==> src/rtl/core/plr_pkg.sv <==
// ----------------------------------------------------------------------------
// plr_pkg
// shared types and constants of the pixel to cell line rasterizer
// ----------------------------------------------------------------------------
package plr_pkg;

    // grid cell index width, fixed by the result fields
    localparam int CELL_BITS = 6;
    // cell size register width
    localparam int SIZE_BITS = 8;
    // signed line error width and its doubled form
    localparam int ERR_BITS = 9;

    // configuration register indexes
    localparam int CFG_INDEX_BITS = 1;
    localparam logic [CFG_INDEX_BITS-1:0] REG_CELL_WIDTH  = 1'd0;
    localparam logic [CFG_INDEX_BITS-1:0] REG_CELL_HEIGHT = 1'd1;

    // cell size after reset
    localparam logic [SIZE_BITS-1:0] DEFAULT_CELL_SIZE = 8'd20;

    // which endpoint coordinate goes through the divider
    typedef logic [1:0] coord_sel_t;
    localparam coord_sel_t SEL_X0 = 2'd0;
    localparam coord_sel_t SEL_Y0 = 2'd1;
    localparam coord_sel_t SEL_X1 = 2'd2;
    localparam coord_sel_t SEL_Y1 = 2'd3;

    // controller to datapath
    typedef struct packed {
        logic       load_in;
        logic       div_start;
        logic       div_store;
        coord_sel_t div_sel;
        logic       init;
        logic       step;
    } plr_cmd_t;

    // datapath to controller
    typedef struct packed {
        logic div_done;
        logic div_busy;
        logic at_goal;
        logic out_free;
    } plr_status_t;

endpackage

==> src/rtl/core/plr_divider.sv <==
// ----------------------------------------------------------------------------
// plr_divider
// restoring unsigned divider, one quotient bit per cycle
// ----------------------------------------------------------------------------
module plr_divider #(
    parameter int DVD_BITS = 12,
    parameter int DVS_BITS = 8
) (
    input  logic                clk,
    input  logic                rst_n,
    input  logic                start,
    input  logic [DVD_BITS-1:0] dividend,
    input  logic [DVS_BITS-1:0] divisor,
    output logic                busy,
    output logic                done,
    output logic [DVD_BITS-1:0] quotient
);

    localparam int CNT_BITS = $clog2(DVD_BITS + 1);

    logic [DVD_BITS-1:0] quo_reg;
    logic [DVS_BITS-1:0] rem_reg;
    logic [DVS_BITS-1:0] dvs_reg;
    logic [CNT_BITS-1:0] cnt_reg;
    logic                busy_reg;
    logic                done_reg;

    logic [DVS_BITS:0]   shifted;
    logic                fits;
    logic [DVS_BITS:0]   diff;

    // remainder stays below the divisor, so the shifted value fits one more bit
    assign shifted = {rem_reg, quo_reg[DVD_BITS-1]};
    assign fits    = (shifted >= {1'b0, dvs_reg});
    assign diff    = shifted - {1'b0, dvs_reg};

    always_ff @(posedge clk or negedge rst_n)
    begin
        if (!rst_n)
        begin
            busy_reg <= 1'b0;
            done_reg <= 1'b0;
            cnt_reg  <= '0;
        end
        else
        begin
            done_reg <= 1'b0;
            if (start)
            begin
                busy_reg <= 1'b1;
                cnt_reg  <= CNT_BITS'(DVD_BITS);
            end
            else if (busy_reg)
            begin
                cnt_reg <= cnt_reg - 1'b1;
                if (cnt_reg == CNT_BITS'(1))
                begin
                    busy_reg <= 1'b0;
                    done_reg <= 1'b1;
                end
            end
        end
    end

    always_ff @(posedge clk)
    begin
        if (start)
        begin
            quo_reg <= dividend;
            rem_reg <= '0;
            dvs_reg <= divisor;
        end
        else if (busy_reg)
        begin
            quo_reg <= {quo_reg[DVD_BITS-2:0], fits};
            rem_reg <= fits ? diff[DVS_BITS-1:0] : shifted[DVS_BITS-1:0];
        end
    end

    assign busy     = busy_reg;
    assign done     = done_reg;
    assign quotient = quo_reg;

endmodule

==> src/rtl/core/plr_datapath.sv <==
// ----------------------------------------------------------------------------
// plr_datapath
// cell size registers, endpoint capture, divider, line stepper, result register
// ----------------------------------------------------------------------------
module plr_datapath import plr_pkg::*; #(
    parameter int GRID_CELLS = 64,
    parameter int PIXEL_BITS = 12
) (
    input  logic                      clk,
    input  logic                      rst_n,
    input  logic                      cfg_we,
    input  logic [CFG_INDEX_BITS-1:0] cfg_index,
    input  logic [SIZE_BITS-1:0]      cfg_data,
    input  logic [PIXEL_BITS-1:0]     start_px_x,
    input  logic [PIXEL_BITS-1:0]     start_px_y,
    input  logic [PIXEL_BITS-1:0]     end_px_x,
    input  logic [PIXEL_BITS-1:0]     end_px_y,
    input  logic                      cell_value,
    input  logic                      out_stall,
    input  plr_cmd_t                  cmd,
    output plr_status_t               status,
    output logic                      out_valid,
    output logic [CELL_BITS-1:0]      cell_x,
    output logic [CELL_BITS-1:0]      cell_y,
    output logic                      value_out,
    output logic                      last
);

    localparam logic [PIXEL_BITS-1:0] MAX_CELL_PX = PIXEL_BITS'(GRID_CELLS - 1);
    localparam logic [CELL_BITS-1:0]  MAX_CELL    = CELL_BITS'(GRID_CELLS - 1);

    logic [SIZE_BITS-1:0]  cell_width_reg;
    logic [SIZE_BITS-1:0]  cell_height_reg;
    logic [PIXEL_BITS-1:0] px_reg [4];
    logic                  value_reg;

    logic [CELL_BITS-1:0]  cur_x_reg;
    logic [CELL_BITS-1:0]  cur_y_reg;
    logic [CELL_BITS-1:0]  goal_x_reg;
    logic [CELL_BITS-1:0]  goal_y_reg;
    logic signed [ERR_BITS-1:0] dx_reg;
    logic signed [ERR_BITS-1:0] dy_reg;
    logic signed [ERR_BITS-1:0] err_reg;
    logic                  sx_reg;
    logic                  sy_reg;

    logic                  out_valid_reg;
    logic [CELL_BITS-1:0]  out_x_reg;
    logic [CELL_BITS-1:0]  out_y_reg;
    logic                  out_value_reg;
    logic                  out_last_reg;

    logic [SIZE_BITS-1:0]  size_sel;
    logic [SIZE_BITS-1:0]  divisor;
    logic                  div_busy;
    logic                  div_done;
    logic [PIXEL_BITS-1:0] quotient;
    logic [CELL_BITS-1:0]  cell_sat;

    logic [CELL_BITS-1:0]  abs_dx;
    logic [CELL_BITS-1:0]  abs_dy;
    logic signed [ERR_BITS-1:0] dx_init;
    logic signed [ERR_BITS-1:0] dy_init;

    logic signed [ERR_BITS:0]   e2;
    logic signed [ERR_BITS:0]   dx_ext;
    logic signed [ERR_BITS:0]   dy_ext;
    logic                  move_x;
    logic                  move_y;
    logic signed [ERR_BITS-1:0] err_next;
    logic                  at_goal;

    // cell size registers
    always_ff @(posedge clk or negedge rst_n)
    begin
        if (!rst_n)
        begin
            cell_width_reg  <= DEFAULT_CELL_SIZE;
            cell_height_reg <= DEFAULT_CELL_SIZE;
        end
        else if (cfg_we)
        begin
            unique case (cfg_index)
                REG_CELL_WIDTH:  cell_width_reg  <= cfg_data;
                REG_CELL_HEIGHT: cell_height_reg <= cfg_data;
                default:         ;
            endcase
        end
    end

    // endpoint capture
    always_ff @(posedge clk)
    begin
        if (cmd.load_in)
        begin
            px_reg[SEL_X0] <= start_px_x;
            px_reg[SEL_Y0] <= start_px_y;
            px_reg[SEL_X1] <= end_px_x;
            px_reg[SEL_Y1] <= end_px_y;
            value_reg      <= cell_value;
        end
    end

    // pixel to cell division, zero size acts as one
    assign size_sel = (cmd.div_sel == SEL_X0 || cmd.div_sel == SEL_X1)
                    ? cell_width_reg : cell_height_reg;
    assign divisor  = (size_sel == '0) ? SIZE_BITS'(1) : size_sel;

    plr_divider #(
        .DVD_BITS (PIXEL_BITS),
        .DVS_BITS (SIZE_BITS)
    ) u_div (
        .clk      (clk),
        .rst_n    (rst_n),
        .start    (cmd.div_start),
        .dividend (px_reg[cmd.div_sel]),
        .divisor  (divisor),
        .busy     (div_busy),
        .done     (div_done),
        .quotient (quotient)
    );

    assign cell_sat = (quotient > MAX_CELL_PX) ? MAX_CELL : quotient[CELL_BITS-1:0];

    // line setup
    assign abs_dx  = (goal_x_reg > cur_x_reg) ? (goal_x_reg - cur_x_reg)
                                               : (cur_x_reg - goal_x_reg);
    assign abs_dy  = (goal_y_reg > cur_y_reg) ? (goal_y_reg - cur_y_reg)
                                               : (cur_y_reg - goal_y_reg);
    assign dx_init = ERR_BITS'(abs_dx);
    assign dy_init = -ERR_BITS'(abs_dy);

    // one stepper move
    assign e2       = {err_reg, 1'b0};
    assign dx_ext   = {dx_reg[ERR_BITS-1], dx_reg};
    assign dy_ext   = {dy_reg[ERR_BITS-1], dy_reg};
    assign move_x   = (e2 >= dy_ext);
    assign move_y   = (e2 <= dx_ext);
    assign err_next = err_reg + (move_x ? dy_reg : '0) + (move_y ? dx_reg : '0);
    assign at_goal  = (cur_x_reg == goal_x_reg) && (cur_y_reg == goal_y_reg);

    always_ff @(posedge clk or negedge rst_n)
    begin
        if (!rst_n)
        begin
            cur_x_reg  <= '0;
            cur_y_reg  <= '0;
            goal_x_reg <= '0;
            goal_y_reg <= '0;
            err_reg    <= '0;
        end
        else
        begin
            if (cmd.div_store)
            begin
                unique case (cmd.div_sel)
                    SEL_X0:  cur_x_reg  <= cell_sat;
                    SEL_Y0:  cur_y_reg  <= cell_sat;
                    SEL_X1:  goal_x_reg <= cell_sat;
                    SEL_Y1:  goal_y_reg <= cell_sat;
                    default: ;
                endcase
            end
            if (cmd.init)
            begin
                err_reg <= dx_init + dy_init;
            end
            // the end cell stays put once it is sent
            if (cmd.step && !at_goal)
            begin
                err_reg <= err_next;
                if (move_x)
                begin
                    cur_x_reg <= sx_reg ? cur_x_reg + 1'b1 : cur_x_reg - 1'b1;
                end
                if (move_y)
                begin
                    cur_y_reg <= sy_reg ? cur_y_reg + 1'b1 : cur_y_reg - 1'b1;
                end
            end
        end
    end

    always_ff @(posedge clk)
    begin
        if (cmd.init)
        begin
            dx_reg <= dx_init;
            dy_reg <= dy_init;
            sx_reg <= (cur_x_reg < goal_x_reg);
            sy_reg <= (cur_y_reg < goal_y_reg);
        end
    end

    // result register
    always_ff @(posedge clk or negedge rst_n)
    begin
        if (!rst_n)
        begin
            out_valid_reg <= 1'b0;
        end
        else if (cmd.step)
        begin
            out_valid_reg <= 1'b1;
        end
        else if (!out_stall)
        begin
            out_valid_reg <= 1'b0;
        end
    end

    always_ff @(posedge clk)
    begin
        if (cmd.step)
        begin
            out_x_reg     <= cur_x_reg;
            out_y_reg     <= cur_y_reg;
            out_value_reg <= value_reg;
            out_last_reg  <= at_goal;
        end
    end

    assign status.div_done = div_done;
    assign status.div_busy = div_busy;
    assign status.at_goal  = at_goal;
    assign status.out_free = !out_valid_reg || !out_stall;

    assign out_valid = out_valid_reg;
    assign cell_x    = out_x_reg;
    assign cell_y    = out_y_reg;
    assign value_out = out_value_reg;
    assign last      = out_last_reg;

endmodule

==> src/rtl/core/plr_ctrl.sv <==
// ----------------------------------------------------------------------------
// plr_ctrl
// sequencer: four divisions, line setup, then one cell per free output slot
// ----------------------------------------------------------------------------
module plr_ctrl import plr_pkg::*; (
    input  logic        clk,
    input  logic        rst_n,
    input  logic        in_valid,
    output logic        in_stall,
    input  plr_status_t status,
    output plr_cmd_t    cmd
);

    localparam logic [2:0] S_IDLE      = 3'd0;
    localparam logic [2:0] S_DIV_START = 3'd1;
    localparam logic [2:0] S_DIV_WAIT  = 3'd2;
    localparam logic [2:0] S_INIT      = 3'd3;
    localparam logic [2:0] S_STEP      = 3'd4;

    logic [2:0] state_reg;
    logic [2:0] state_next;
    coord_sel_t sel_reg;
    coord_sel_t sel_next;

    always_comb
    begin
        state_next    = state_reg;
        sel_next      = sel_reg;
        cmd           = '0;
        cmd.div_sel   = sel_reg;
        unique case (state_reg)
            S_IDLE:
            begin
                if (in_valid)
                begin
                    cmd.load_in = 1'b1;
                    sel_next    = SEL_X0;
                    state_next  = S_DIV_START;
                end
            end
            S_DIV_START:
            begin
                cmd.div_start = 1'b1;
                state_next    = S_DIV_WAIT;
            end
            S_DIV_WAIT:
            begin
                if (status.div_done)
                begin
                    cmd.div_store = 1'b1;
                    if (sel_reg == SEL_Y1)
                    begin
                        state_next = S_INIT;
                    end
                    else
                    begin
                        sel_next   = sel_reg + 1'b1;
                        state_next = S_DIV_START;
                    end
                end
            end
            S_INIT:
            begin
                cmd.init   = 1'b1;
                state_next = S_STEP;
            end
            S_STEP:
            begin
                if (status.out_free)
                begin
                    cmd.step = 1'b1;
                    if (status.at_goal)
                    begin
                        state_next = S_IDLE;
                    end
                end
            end
            default:
            begin
                state_next = S_IDLE;
            end
        endcase
    end

    always_ff @(posedge clk or negedge rst_n)
    begin
        if (!rst_n)
        begin
            state_reg <= S_IDLE;
            sel_reg   <= SEL_X0;
        end
        else
        begin
            state_reg <= state_next;
            sel_reg   <= sel_next;
        end
    end

    assign in_stall = (state_reg != S_IDLE);

endmodule

==> src/rtl/core/pixel_to_cell_line_rasterizer.sv <==
// ----------------------------------------------------------------------------
// pixel_to_cell_line_rasterizer
// maps two pixel endpoints to grid cells and walks the cell line between them
// ----------------------------------------------------------------------------
// the four pixel to cell divisions share one restoring divider that makes one
// quotient bit per cycle; line setup follows them, then the first cell
// a new item is taken only after the last cell of the line has been issued,
// and cells leave at one per cycle while the output is not stalled
// reset: async active low; returns to idle, cell sizes to 20, stepper to zero
// ----------------------------------------------------------------------------
module pixel_to_cell_line_rasterizer import plr_pkg::*; #(
    parameter int GRID_CELLS = 64,
    parameter int PIXEL_BITS = 12
) (
    input  logic                      clk,
    input  logic                      rst_n,
    // configuration write port
    input  logic                      cfg_we,
    input  logic [CFG_INDEX_BITS-1:0] cfg_index,
    input  logic [SIZE_BITS-1:0]      cfg_data,
    // input item channel
    input  logic                      in_valid,
    output logic                      in_stall,
    input  logic [PIXEL_BITS-1:0]     start_px_x,
    input  logic [PIXEL_BITS-1:0]     start_px_y,
    input  logic [PIXEL_BITS-1:0]     end_px_x,
    input  logic [PIXEL_BITS-1:0]     end_px_y,
    input  logic                      cell_value,
    // result channel, one transfer per cell on the line
    output logic                      out_valid,
    input  logic                      out_stall,
    output logic [CELL_BITS-1:0]      cell_x,
    output logic [CELL_BITS-1:0]      cell_y,
    output logic                      value_out,
    output logic                      last
);

    plr_cmd_t    cmd;
    plr_status_t status;

    // sequencer: accepts an item only when idle, then runs the divisions,
    // line setup and one stepper move per free output slot
    plr_ctrl u_ctrl (
        .clk      (clk),
        .rst_n    (rst_n),
        .in_valid (in_valid),
        .in_stall (in_stall),
        .status   (status),
        .cmd      (cmd)
    );

    // datapath: size registers, shared divider with saturation at the grid
    // edge, line stepper and the result register that decouples the output
    plr_datapath #(
        .GRID_CELLS (GRID_CELLS),
        .PIXEL_BITS (PIXEL_BITS)
    ) u_dp (
        .clk        (clk),
        .rst_n      (rst_n),
        .cfg_we     (cfg_we),
        .cfg_index  (cfg_index),
        .cfg_data   (cfg_data),
        .start_px_x (start_px_x),
        .start_px_y (start_px_y),
        .end_px_x   (end_px_x),
        .end_px_y   (end_px_y),
        .cell_value (cell_value),
        .out_stall  (out_stall),
        .cmd        (cmd),
        .status     (status),
        .out_valid  (out_valid),
        .cell_x     (cell_x),
        .cell_y     (cell_y),
        .value_out  (value_out),
        .last       (last)
    );

`ifndef ASSERT_OFF
    // an accepted item keeps the block busy for the divisions
    a_busy_after_accept: assert property (@(posedge clk) disable iff (!rst_n)
        (in_valid && !in_stall) |=> in_stall)
        else $error("input taken again right after a transfer");

    // a result never overwrites one that is still waiting
    a_no_overwrite: assert property (@(posedge clk) disable iff (!rst_n)
        cmd.step |-> status.out_free)
        else $error("stepper advanced into a stalled result");

    // divider is quiet while the block is idle
    a_div_idle: assert property (@(posedge clk) disable iff (!rst_n)
        !in_stall |-> (!status.div_busy && !status.div_done))
        else $error("divider active while idle");

    // the final cell of a line hands control back to idle
    a_last_idle: assert property (@(posedge clk) disable iff (!rst_n)
        (cmd.step && status.at_goal) |=> (!in_stall && out_valid && last))
        else $error("end cell did not close the line");
`endif

endmodule
==> config.mk <==
export PLATFORM = sky130hd
export DESIGN_NAME = pixel_to_cell_line_rasterizer
export DESIGN_NICKNAME = d
export VERILOG_FILES = /design/src/rtl/core/plr_pkg.sv /design/src/rtl/core/plr_divider.sv /design/src/rtl/core/plr_datapath.sv /design/src/rtl/core/plr_ctrl.sv /design/src/rtl/core/pixel_to_cell_line_rasterizer.sv
export SDC_FILE = /design/constraint.sdc
export NUM_CORES = 1
export LEC_CHECK = 0
export BUFFER_PORTS_ARGS = -buffer_cell sky130_fd_sc_hd__buf_2
export CAP_MARGIN = 20
export CELL_PAD_IN_SITES_DETAIL_PLACEMENT = 0
export CELL_PAD_IN_SITES_GLOBAL_PLACEMENT = 1
export CORE_UTILIZATION = 52
export CTS_CLUSTER_SIZE = 8
export DETAILED_ROUTE_END_ITERATION = 12
export PLACE_DENSITY = 0.92
export SYNTH_ARGS = -nofsm -noshare
export SYNTH_HDL_FRONTEND = slang
export SYNTH_SLANG_ARGS = --single-unit
export TNS_END_PERCENT = 30
==> constraint.sdc <==
create_clock -name clk -period 12.1 [get_ports clk]
set_input_delay 0.605 -clock clk [delete_from_list [all_inputs] [get_ports clk]]
set_output_delay 0.605 -clock clk [all_outputs]
set_load 0.02 [all_outputs]
Word-level counts from Yosys, hierarchy flattened. Memories as Yosys holds them, arrays and structs flattened. Cells that the tools add are included.

Flip-flop bits (word level): 121. RAM bits: 48. Output and inout bits: 16. Logic and storage cells: 137. Memories kept: 1.

Add/subtract/negate cells: 15. Magnitude comparators: 8. Equality and inequality tests: 16. Mux-type cells: 51. Bitwise operators: 1. Reduce and logical (&&, ||, !) cells: 20.

Memory list: u_dp.px_reg (words 4, bits a word 12, rd ports 1, clocked after memory_dff 0, write ports 4, RTL line plr_datapath.sv:34) `logic [PIXEL_BITS-1:0] px_reg [4];`.

Operators by type and width (count): two-way mux 6 bit (14); two-way mux 9 bit (3); two-way mux 12 bit (2); subtractor 6 bit (4); adder 9 bit (2); two-way mux 1 bit (18); two-way mux 8 bit (2); one-hot mux 3 bit (5 select lines) (1); adder 6 x 1 -> 6 bit (second input constant) (2); == test 6 bit (2); > comparator 12 x 6 -> 1 bit (second input constant) (1); > comparator 6 bit (2); < comparator 6 bit (2); two-way mux 3 bit (4); subtractor 6 x 1 -> 6 bit (second input constant) (2); >= comparator 10 x 9 -> 1 bit (1); <= comparator 10 x 7 -> 1 bit (1); adder 7 x 9 -> 9 bit (1); >= comparator 9 x 8 -> 1 bit (1); negation 6 -> 9 bit (1); zero test 8 bit (1); two-way mux 2 bit (4); two-way mux 4 bit (2); AND reduction 2 bit (4); 21 further kinds (34).

Logic depth before layout (Yosys ltp). Gate-level depths: netlist (run 1).

Word-level depth: 6. Mapped depth: 21. Mapped depth without buffers: 20.

By module. Synthesis (run 1) repeated with hierarchy kept, for this count alone.

Cells, all modules: 837. Area total of the unflattened synthesis: 9693.0 um2.

By module, submodules not included: plr_datapath (instances 1, cells an instance 646, area each 7574.8 um2, seq. area each 3658.5 um2); plr_divider (instances 1, cells an instance 156, area each 1805.5 um2, seq. area each 910.9 um2); plr_ctrl (instances 1, cells an instance 35, area each 312.8 um2, seq. area each 125.1 um2).

Worst setup path before layout (run 1). Ideal clock, no wire load.

Kind: reg2reg. Start point: register u_dp.err_reg[1]. End point: register u_dp.err_reg[8]. Arrival time: 4.011 ns. Slack: 7.936 ns. Cell stages (with the launch flop): 19. Cells stage by stage: dfrtp_1 -> ha_1 -> a21o_1 -> a21o_1 -> a21o_1 -> a21oi_1 -> or2_2 -> clkbuf_1 -> nand2_1 -> fa_1 -> inv_1 -> ha_1 -> a21oi_1 -> o211ai_1 -> o41ai_1 -> xnor3_1 -> a211oi_1 -> a31o_2 -> a21oi_1.

Word-level cells in the longest chain between the ends: 5. Elaborated cells on any way between the ends: 7. Those cells by class: add/sub (2); order compare (2); mux (3).

RTL lines: start, declared (RTL line plr_datapath.sv:43) `logic signed [ERR_BITS-1:0] err_reg;`; start signal, assigned (RTL line plr_datapath.sv:166) `err_reg <= dx_init + dy_init;`; start signal, assigned (RTL line plr_datapath.sv:171) `err_reg <= err_next;`; >= comparator 10 x 9 -> 1 bit (RTL line plr_datapath.sv:137) `assign move_x = (e2 >= dy_ext);`; two-way mux 9 bit (RTL line plr_datapath.sv:139) `assign err_next = err_reg + (move_x ? dy_reg : '0) + (move_y ? dx_reg : '0);`; adder 9 bit (RTL line plr_datapath.sv:139); adder 9 bit (*) (RTL line plr_datapath.sv:139); two-way mux 9 bit (*) (RTL line plr_datapath.sv:169) `if (cmd.step && !at_goal)`.

Every way passes the cells marked *; elsewhere a longest branch is shown, timed or not. A chain may end at the register's enable or synchronous reset.

Final worst setup path (run 1).
Start point: register u_dp.err_reg[3]. End point: register u_dp.err_reg[8].

The elaborated chain is that of the path after synthesis.

==> results.sh, run 1 <==
export IMPL_synth_flop_cell="edfxtp_1"
export IMPL_drt_wirelength_per_cell_um=16.1
export IMPL_share_comb_of_total_power_pct=50.2
export IMPL_final_common_cell="edfxtp_1"
export IMPL_ys_top_cells_by_area="edfxtp_1 31%, dfrtp_1 15%, ha_1 9.9%, nand2_1 3.8%, inv_1 3.5%"
export IMPL_via_per_inst=5.44
export IMPL_clk_pin_slew_worst_paths_ns=0.07
export IMPL_ios=79
export IMPL_netlist_instances=848
export IMPL_postCtsHoldBufs=0
export IMPL_fin_crit_sh_pct=38.2
export IMPL_num_antenna_cells=0
export IMPL_power_density_nw_per_um2=282
export IMPL_worst_pin_slew_ns=0.943
export IMPL_yosysSeqAreaShare_pct=49.1
export IMPL_start_util_pct=53.2
export IMPL_clk_latency_ns=0.43
export IMPL_netlist_area_sq_um=9560
export IMPL_overflow=0
export IMPL_cts_buffers_inserted=17
export IMPL_synth_edf_count=100
export IMPL_cp_data_arrival_time_ns=4.90
export IMPL_grt_pass1_vias=6361
export IMPL_routed_wl_mm=18.8
export IMPL_synth_top_area_share_pct=31.4
export IMPL_postCtsSetupBuffers=0
export IMPL_mostFrequentLayoutCells="100 x edfxtp_1, 97 x nand2_1, 90 x inv_1"
export IMPL_worst_r2r_setup_slack_ns=7.47
export IMPL_grt_max_degree=62
export IMPL_setup_viol=0
export IMPL_ctsResizeCount=0
export IMPL_post_dp_hpwl_mm=13.9
export IMPL_syn2layout_area_growth_pct=12.6
export IMPL_port_buffer_count=78
export IMPL_fp_dieW_um=138
export IMPL_dr_pass1_iters=5
export IMPL_yosysTopAreaCell="edfxtp_1"
export IMPL_hold_violations=0
export IMPL_ir_drop_mv=0.224
export IMPL_critPathMaxFanout=10
export IMPL_grt_pass1_wl_mm=31.0
export IMPL_startpoint_type="register"
export IMPL_worstPathRequired_ns=12.37
export IMPL_pwr_share_seq_pct=31.8
export IMPL_cp_end_kind="register"
export IMPL_hp_class="input port to register"
export IMPL_ant_nets=0
export IMPL_yosysUniqueCellTypes=67
export IMPL_drc=0
export IMPL_fin_skew_ns=0.0122
export IMPL_vias=6342
export IMPL_nNetsFinal=1078
export IMPL_slew_viol_final=0
export IMPL_p_sw_share_pct=40.3
export IMPL_fmax_mhz=216
export IMPL_drtIter0Drc=349
export IMPL_die_h_um=138
export IMPL_grt_use_total_pct=21.8
export IMPL_synth_ff_latch_count=169
export IMPL_drive_gt1_share_pct=18.4
export IMPL_syn_nets=1002
export IMPL_clock_sinks=169
export IMPL_synthArstFlopShare_pct=36.1
export IMPL_period_needed_ns=4.63
export IMPL_cts_tree="yes"
export IMPL_root_buffer="clkbuf_16"
export IMPL_internal_power_uw=1810
export IMPL_cap_violations=0
export IMPL_core_area_sq_um=18000
export IMPL_gp_congestion=0.866
export IMPL_slew_limit_headroom_pct=37.2
export IMPL_rsz0062_at_grt="false"
export IMPL_grt_antenna_before_repair=0
export IMPL_synth_area_per_cell_sq_um=11.3
export IMPL_die_area_sq_um=18900
export IMPL_p_sw_uw=1220
export IMPL_yosysWarnings=0
export IMPL_crit_type="register to register"
export IMPL_htreeDepth=4
export IMPL_cts_path_max_buffers=2
export IMPL_p_leak_uw=0.00468
export IMPL_row_count=49
export IMPL_setup_tns_ns=0
export IMPL_fin_util_pct=59.9
export IMPL_largest_reg_flops=48
export IMPL_outcome="finished clean"
export IMPL_pwr_share_clk_pct=18.1
export IMPL_finalPower_uw=3030
## cell type report
class,count,area (sq um)
clock buffer,18,429
clock inverter,14,161
fill,1485,7200
inverter,91,342
multi-input combinational,562,4420
sequential,169,4690
tap,229,287
timing repair buffer,83,428
## through the flow
| stage | std cells | worst slack, ns | hold WS [ns] | area (sq um) |
|---|---|---|---|---|
| final | 1166 | 7.47 | 0.343 | 10800 |
| after floorplan | 848 | 7.94 | 0.309 | 9560 |
| after CTS | 1166 | 7.44 | 0.330 | 10800 |
| after global placement | 1134 | 7.57 | 0.402 | 10200 |
| after global routing | 1166 | 7.10 | 0.328 | 10800 |
| after detailed placement | 1134 | 7.46 | 0.431 | 10200 |
## layer usage
layer	part of all wire, %	global-route usage [%]
met5	0	0
met4	2.6	10.1
met3	3.2	3.57
met2	48	36.5
met1	46	27.5
## kinds of logic after synthesis
| logic type | after synthesis | synth area share (%) |
|---|---|---|
| muxes | 53 | 7.46 |
| DFF | 169 | 49.1 |
| AOI/OAI and AO/OA | 163 | 11.1 |
| xor gates and xnor gates | 33 | 3.17 |
| adders and majority gates | 91 | 13.1 |
| buffers and inverters | 117 | 4.76 |
| and+or+nand+nor | 222 | 11.3 |
## power by group through the flow
stage          registers, uW  logic, uW  clock network [uW]
4_1_cts                  964       1530                 557
3_5_place_dp             975       1520                   0
5_1_grt                  986       1740                 578
6_report                 964       1520                 548
2_1_floorplan            936       1210                   0
3_3_place_gp             966       1490                   0
## synth_stat cells (all sizes together), types with 6 or more instances
master	n
o211ai	9
nor3	11
nor2	37
xor2	16
inv	90
fa	15
edfxtp	100
mux2	26
xnor2	16
or2	6
mux4	12
dfxtp	8
and2	8
a21o	18
nand2	97
nand3	13
nor2b	11
a21oi	43
dfrtp	57
a211oi	8
nand2b	6
and3	6
mux2i	15
clkbuf	21
ha	76
o21ai	46
## critical path, cell delays in order, from the launching register on
cell and delay [ns]:
dfrtp_1 0.42, ha_1 0.33, and4_1 0.18, o21ai_0 0.09, a31o_2 0.25, a21oi_1 0.59, nand2_1 0.16, fa_1 0.56
inv_1 0.05, ha_1 0.28, a21oi_1 0.21, o211ai_1 0.16, o41ai_1 0.36, xnor3_1 0.40, a211oi_1 0.24, a31o_2 0.14
a21oi_1 0.03
## final timing paths
check / startpoint / depth (start not counted) / endpoint
setup / recovery: u_dp.err_reg[3] / 16 / u_dp.err_reg[8]
hold / removal: cell_value / 1 / u_dp.value_reg
min in group asynchronous: rst_n / 2 / u_dp.out_valid
max in group asynchronous: rst_n / 2 / u_dp.cell_width_reg[5]
hold reg to reg: u_dp.value_reg / 0 / u_dp.value_out
setup reg to reg: u_dp.err_reg[3] / 16 / u_dp.err_reg[8]
Power figures use the tool's default switching activity.
==> inputs of run 2 (changes only) <==
--- a/config.mk
+++ b/config.mk
@@ -9,10 +9,10 @@
 export CAP_MARGIN = 20
 export CELL_PAD_IN_SITES_DETAIL_PLACEMENT = 0
 export CELL_PAD_IN_SITES_GLOBAL_PLACEMENT = 1
-export CORE_UTILIZATION = 52
+export CORE_UTILIZATION = 49
 export CTS_CLUSTER_SIZE = 8
 export DETAILED_ROUTE_END_ITERATION = 12
-export PLACE_DENSITY = 0.92
+export PLACE_DENSITY = 0.88
 export SYNTH_ARGS = -nofsm -noshare
 export SYNTH_HDL_FRONTEND = slang
 export SYNTH_SLANG_ARGS = --single-unit
==> constraint.sdc (replaced) <==
create_clock -name clk -period 4.67 [get_ports clk]
set_input_delay 0.2335 -clock clk [delete_from_list [all_inputs] [get_ports clk]]
set_output_delay 0.2335 -clock clk [all_outputs]
set_load 0.02 [all_outputs]
==> results.sh, run 2 (same netlist as run 1, synthesis figures left out) <==
export IMPL_syn2layout_area_growth_pct=19.3
export IMPL_grt_use_total_pct=21.5
export IMPL_via_per_inst=5.29
export IMPL_use_met3_pct=4.02
export IMPL_nNetsFinal=1135
export IMPL_outcome="finished, violations left"
export IMPL_grt_max_degree=62
export IMPL_core_area_sq_um=18900
export IMPL_final_common_cell="edfxtp_1"
export IMPL_port_buffer_count=78
export IMPL_worst_pin_slew_ns=0.906
export IMPL_grt_met1_usage_pct=26.2
export IMPL_vias=6631
export IMPL_internal_power_uw=4770
export IMPL_filler_cell_count=1525
export IMPL_dpl_instance_area_sq_um=10300
export IMPL_p_sw_share_pct=40.6
export IMPL_ir_drop_mv=0.348
export IMPL_clk_latency_ns=0.43
export IMPL_die_h_um=142
export IMPL_startpoint_type="register"
export IMPL_fp_dieW_um=142
export IMPL_power_density_nw_per_um2=704
export IMPL_hold_violations=13
export IMPL_drc=0
export IMPL_drive_gt1_share_pct=18.6
export IMPL_grt_antenna_before_repair=0
export IMPL_setup_ws_ns=0.236
export IMPL_p_leak_uw=0.00494
export IMPL_htreeDepth=4
export IMPL_fin_skew_ns=0.0107
export IMPL_routed_wl_mm=20.2
export IMPL_setup_viol=0
export IMPL_clock_sinks=169
export IMPL_share_comb_of_total_power_pct=51.4
export IMPL_ios=79
export IMPL_cts_buffers_inserted=17
export IMPL_row_count=50
export IMPL_dp_worst_setup_slack_ns=0.0629
export IMPL_fin_crit_sh_pct=94.9
export IMPL_final_cells=1254
export IMPL_dpl_cell_count=1172
export IMPL_period_needed_ns=4.43
export IMPL_finalPower_uw=8020
export IMPL_gp_congestion=0.887
export IMPL_post_dp_hpwl_mm=14.1
export IMPL_violations="hold timing"
export IMPL_num_antenna_cells=0
export IMPL_die_area_sq_um=20100
export IMPL_slew_viol_final=0
export IMPL_cts_tree="yes"
export IMPL_p_sw_uw=3260
export IMPL_drtIter0Drc=337
export IMPL_cts_path_max_buffers=2
export IMPL_cap_violations=0
export IMPL_grt_pass1_wl_mm=33.4
export IMPL_pwr_share_seq_pct=30.8
export IMPL_largest_reg_flops=48
export IMPL_fmax_mhz=226
export IMPL_pwr_share_clk_pct=17.7
export IMPL_top_usage_layer="met2"
export IMPL_fin_util_pct=60.3
export IMPL_grt_pass1_vias=6707
export IMPL_crit_type="register to register"
export IMPL_drt_wirelength_per_cell_um=16.1
export IMPL_cp_data_arrival_time_ns=4.74
export IMPL_rsz0062_at_grt="true"
export IMPL_clk_pin_slew_worst_paths_ns=0.07
export IMPL_root_buffer="clkbuf_16"
export IMPL_mostFrequentLayoutCells="100 x edfxtp_1, 97 x nand2_1, 90 x inv_1"
export IMPL_met2_usage_pct=39.2
export IMPL_dr_pass1_iters=4
export IMPL_timing_hold_ws_ns=-0.0498
export IMPL_slew_limit_headroom_pct=39.4
export IMPL_ant_nets=0
export IMPL_hp_class="input port to asynchronous set/reset pin"
export IMPL_finalInstanceArea_sq_um=11400
export IMPL_critPathMaxFanout=6
export IMPL_start_util_pct=50.6
export IMPL_cp_end_kind="register"
export IMPL_worstPathRequired_ns=4.97
export IMPL_overflow=0
## run 2: cell type report
type	instances	area, sq um	share of cell area (%)
Inverter	91	342	3.00
Sequential cell	169	4690	41.2
Timing Repair Buffer	140	978	8.58
Clock inverter	15	181	1.59
Tap cell	260	325	2.85
Clock buffer	17	425	3.73
Multi-Input combinational cell	562	4450	39.1
## run 2: critical path: stages (launching register included)
cell and delay (ns):
dfrtp_1 0.45, ha_1 0.21, inv_1 0.05, fa_1 0.38, a21o_1 0.20, a221o_1 0.35
nand2_1 0.18, mux2i_2 0.37, ha_4 0.23, xor2_1 0.26, ha_1 0.31, a21oi_1 0.24
o21bai_1 0.11, a21oi_1 0.19, and2b_1 0.22, o311ai_0 0.27, nor2_1 0.07, o31a_1 0.23
## run 2: repair_timing
action | in CTS | in global routing
endpoints found under the setup margin | 0 | 2
gates resized for setup | 0 | 7
buffers inserted | 0 | 1
endpoints found under the hold margin | 49 | 0
hold buffers | 49 | 0
## run 2: final timing paths
check	cells after the start	start	slack (ns)	end
max in group asynchronous	2	rst_n	4.15	u_dp.err_reg[6]
setup / recovery	17	u_dp.cur_y_reg[0]	0.24	u_dp.err_reg[7]
hold / removal	2	rst_n	-0.05	u_dp.cell_width_reg[5]
min in group clk	2	cfg_data[6]	0.05	u_dp.cell_height_reg[6]
setup reg to reg	17	u_dp.cur_y_reg[0]	0.24	u_dp.err_reg[7]
hold reg to reg	0	u_dp.value_reg	0.44	u_dp.value_out
## run 2: per-stage QoR
step	hold slack, ns	setup TNS [ns]
5_1_grt	0.0147	-0.0447
4_1_cts	0.00676	0
2_1_floorplan	-0.0621	0
3_5_place_dp	0.412	0
3_3_place_gp	0.407	0
6_report	-0.0498	0
## run 2: routing by layer
metal  wire length [um]  share of wire [%]
met3                648                3.2
met4                217                1.1
met1               8860                 44
met2              10500                 52
met5                  0                  0
## run 2: power by group through the flow
stage	clock network (uW)	registers (uW)	logic (uW)
global route	1500	2530	4680
finish	1420	2470	4130
global placement	0	2480	3960
CTS	1440	2470	4090
detailed placement	0	2500	4020
floorplan	0	2420	3130
==> inputs of run 3 (changes only) <==
--- a/config.mk
+++ b/config.mk
@@ -13,6 +13,7 @@
 export CTS_CLUSTER_SIZE = 8
 export DETAILED_ROUTE_END_ITERATION = 12
 export PLACE_DENSITY = 0.88
+export RECOVER_POWER = 25
 export SYNTH_ARGS = -nofsm -noshare
 export SYNTH_HDL_FRONTEND = slang
 export SYNTH_SLANG_ARGS = --single-unit
==> results.sh, run 3 (same netlist as run 1, synthesis figures left out) <==
export IMPL_htreeDepth=4
export IMPL_ios=79
export IMPL_wl_met1_mm=8.73
export IMPL_finalPower_uw=8020
export IMPL_hold_depth=2
export IMPL_cap_violations=1
export IMPL_overflow=0
export IMPL_vias=6645
export IMPL_worstPathRequired_ns=4.98
export IMPL_startpoint_type="register"
export IMPL_hp_class="input port to register"
export IMPL_drt_wirelength_per_cell_um=16.1
export IMPL_final_common_cell="edfxtp_1"
export IMPL_gp_congestion=0.887
export IMPL_period_needed_ns=4.44
export IMPL_via_per_inst=5.30
export IMPL_power_density_nw_per_um2=704
export IMPL_rsz0062_at_grt="true"
export IMPL_worst_pin_slew_ns=3.39
export IMPL_nNetsFinal=1135
export IMPL_worst_r2r_endpoint="u_dp.err_reg[7]"
export IMPL_root_buffer="clkbuf_16"
export IMPL_met2_length_mm=10.5
export IMPL_largest_reg_flops=48
export IMPL_row_count=50
export IMPL_mostFrequentLayoutCells="100 x edfxtp_1, 97 x nand2_1, 90 x inv_1"
export IMPL_outcome="finished, violations left"
export IMPL_clock_sinks=169
export IMPL_critPathMaxFanout=6
export IMPL_setup_tns_ns=0
export IMPL_cts_tree="yes"
export IMPL_slew_limit_headroom_pct=-126
export IMPL_fmax_mhz=225
export IMPL_drc=0
export IMPL_cp_end_kind="register"
export IMPL_start_util_pct=50.6
export IMPL_core_area_sq_um=18900
export IMPL_drtIter0Drc=335
export IMPL_dpl_cell_count=1172
export IMPL_violations="capacitance limit, slew limit"
export IMPL_die_h_um=142
export IMPL_post_dp_hpwl_mm=14.1
export IMPL_clk_latency_ns=0.43
export IMPL_grt_use_total_pct=21.5
export IMPL_grt_pass1_wl_mm=33.4
export IMPL_routed_wl_mm=20.2
export IMPL_fin_crit_sh_pct=95.0
export IMPL_ir_drop_mv=0.349
export IMPL_grt_antenna_before_repair=0
export IMPL_port_buffer_count=78
export IMPL_fin_skew_ns=0.0119
export IMPL_routed_wl_met3_um=750
export IMPL_cts_buffers_inserted=17
export IMPL_syn2layout_area_growth_pct=19.2
export IMPL_reg2reg_depth=17
export IMPL_die_area_sq_um=20100
export IMPL_highest_layer="met4"
export IMPL_slew_viol_final=62
export IMPL_dp_worst_setup_slack_ns=0.0629
export IMPL_worstReg2RegStart="u_dp.cur_y_reg[0]"
export IMPL_hold_end="u_dp.cell_height_reg[6]"
export IMPL_final_cells=1254
export IMPL_grt_max_degree=62
export IMPL_drive_gt1_share_pct=18.4
export IMPL_hold_violations=0
export IMPL_clk_pin_slew_worst_paths_ns=0.07
export IMPL_fp_dieW_um=142
export IMPL_cts_path_max_buffers=2
export IMPL_setup_ws_ns=0.233
export IMPL_dr_pass1_iters=4
export IMPL_p_leak_uw=0.00493
export IMPL_crit_type="register to register"
export IMPL_min_delay_start="cfg_data[6]"
export IMPL_setup_viol=0
export IMPL_timing_hold_ws_ns=0.0446
export IMPL_ant_nets=0
export IMPL_worst_r2r_setup_slack_ns=0.23
export IMPL_grt_pass1_vias=6707
export IMPL_num_antenna_cells=0
export IMPL_cp_data_arrival_time_ns=4.74
[run 3: cell count changes in the layout (fill, tap and decap cells not counted), sizes merged]
cell and change:
clkbuf +3, buf -3
[run 3: repair_timing]
action,in CTS,in global routing
hold endpoints to repair,49,0
endpoints found under the setup margin,0,2
resized for setup,0,7
hold buffers,49,0
buffers inserted,0,1
[run 3: area by class of cell]
type                    instances  area, sq um
repair buffers                140          973
multi-input cells             562         4450
clock buffers                  17          425
inverters                      91          342
fillers                      1526         7500
well taps                     260          325
clock inverters                15          181
flip-flops and latches        169         4690
[run 3: metal layers]
layer	global-route usage [%]	vias up
met3	4.02	17
met4	5.15	0
met1	26.2	3220
met2	39.2	135
li1	-	3273
met5	0	-
[run 3: where the power goes]
group | leakage (uW) | switching (uW) | internal [uW]
clock | 0.000290 | 657 | 766
combinational | 0.00288 | 2290 | 1840
sequential | 0.00176 | 310 | 2160
total | 0.00493 | 3250 | 4770
[run 3: worst max-delay path by stage]
stage	start	endpoint	slack, ns	cells past startpoint
detailed placement	u_dp.cur_y_reg[0]	u_dp.err_reg[7]	0.06	17
global route	u_dp.cur_y_reg[0]	u_dp.err_reg[7]	-0.02	17
finish	u_dp.cur_y_reg[0]	u_dp.err_reg[7]	0.23	17
global placement	u_dp.cur_y_reg[0]	u_dp.err_reg[7]	0.11	17
CTS	u_dp.cur_y_reg[0]	u_dp.err_reg[7]	0.06	17
floorplan	u_dp.err_reg[1]	u_dp.err_reg[8]	0.51	18
[run 3: stage by stage]
step           instance area [sq um]  utilization, %
4_1_cts                        11400            60.1
3_5_place_dp                   10300            54.3
3_3_place_gp                   10300            54.3
2_1_floorplan                   9560               -
5_1_grt                        11400            60.3
6_report                       11400            60.3
[run 3: worst max-delay path, stage by stage, from the launching register on]
cell and delay (ns):
dfrtp_1 0.45, ha_1 0.21, inv_1 0.05, fa_1 0.38
a21o_1 0.20, a221o_1 0.35, nand2_1 0.18, mux2i_2 0.37
ha_4 0.23, xor2_1 0.26, ha_1 0.31, a21oi_1 0.23
o21bai_1 0.11, a21oi_1 0.19, and2b_1 0.22, o311ai_0 0.27
nor2_1 0.07, o31a_1 0.23
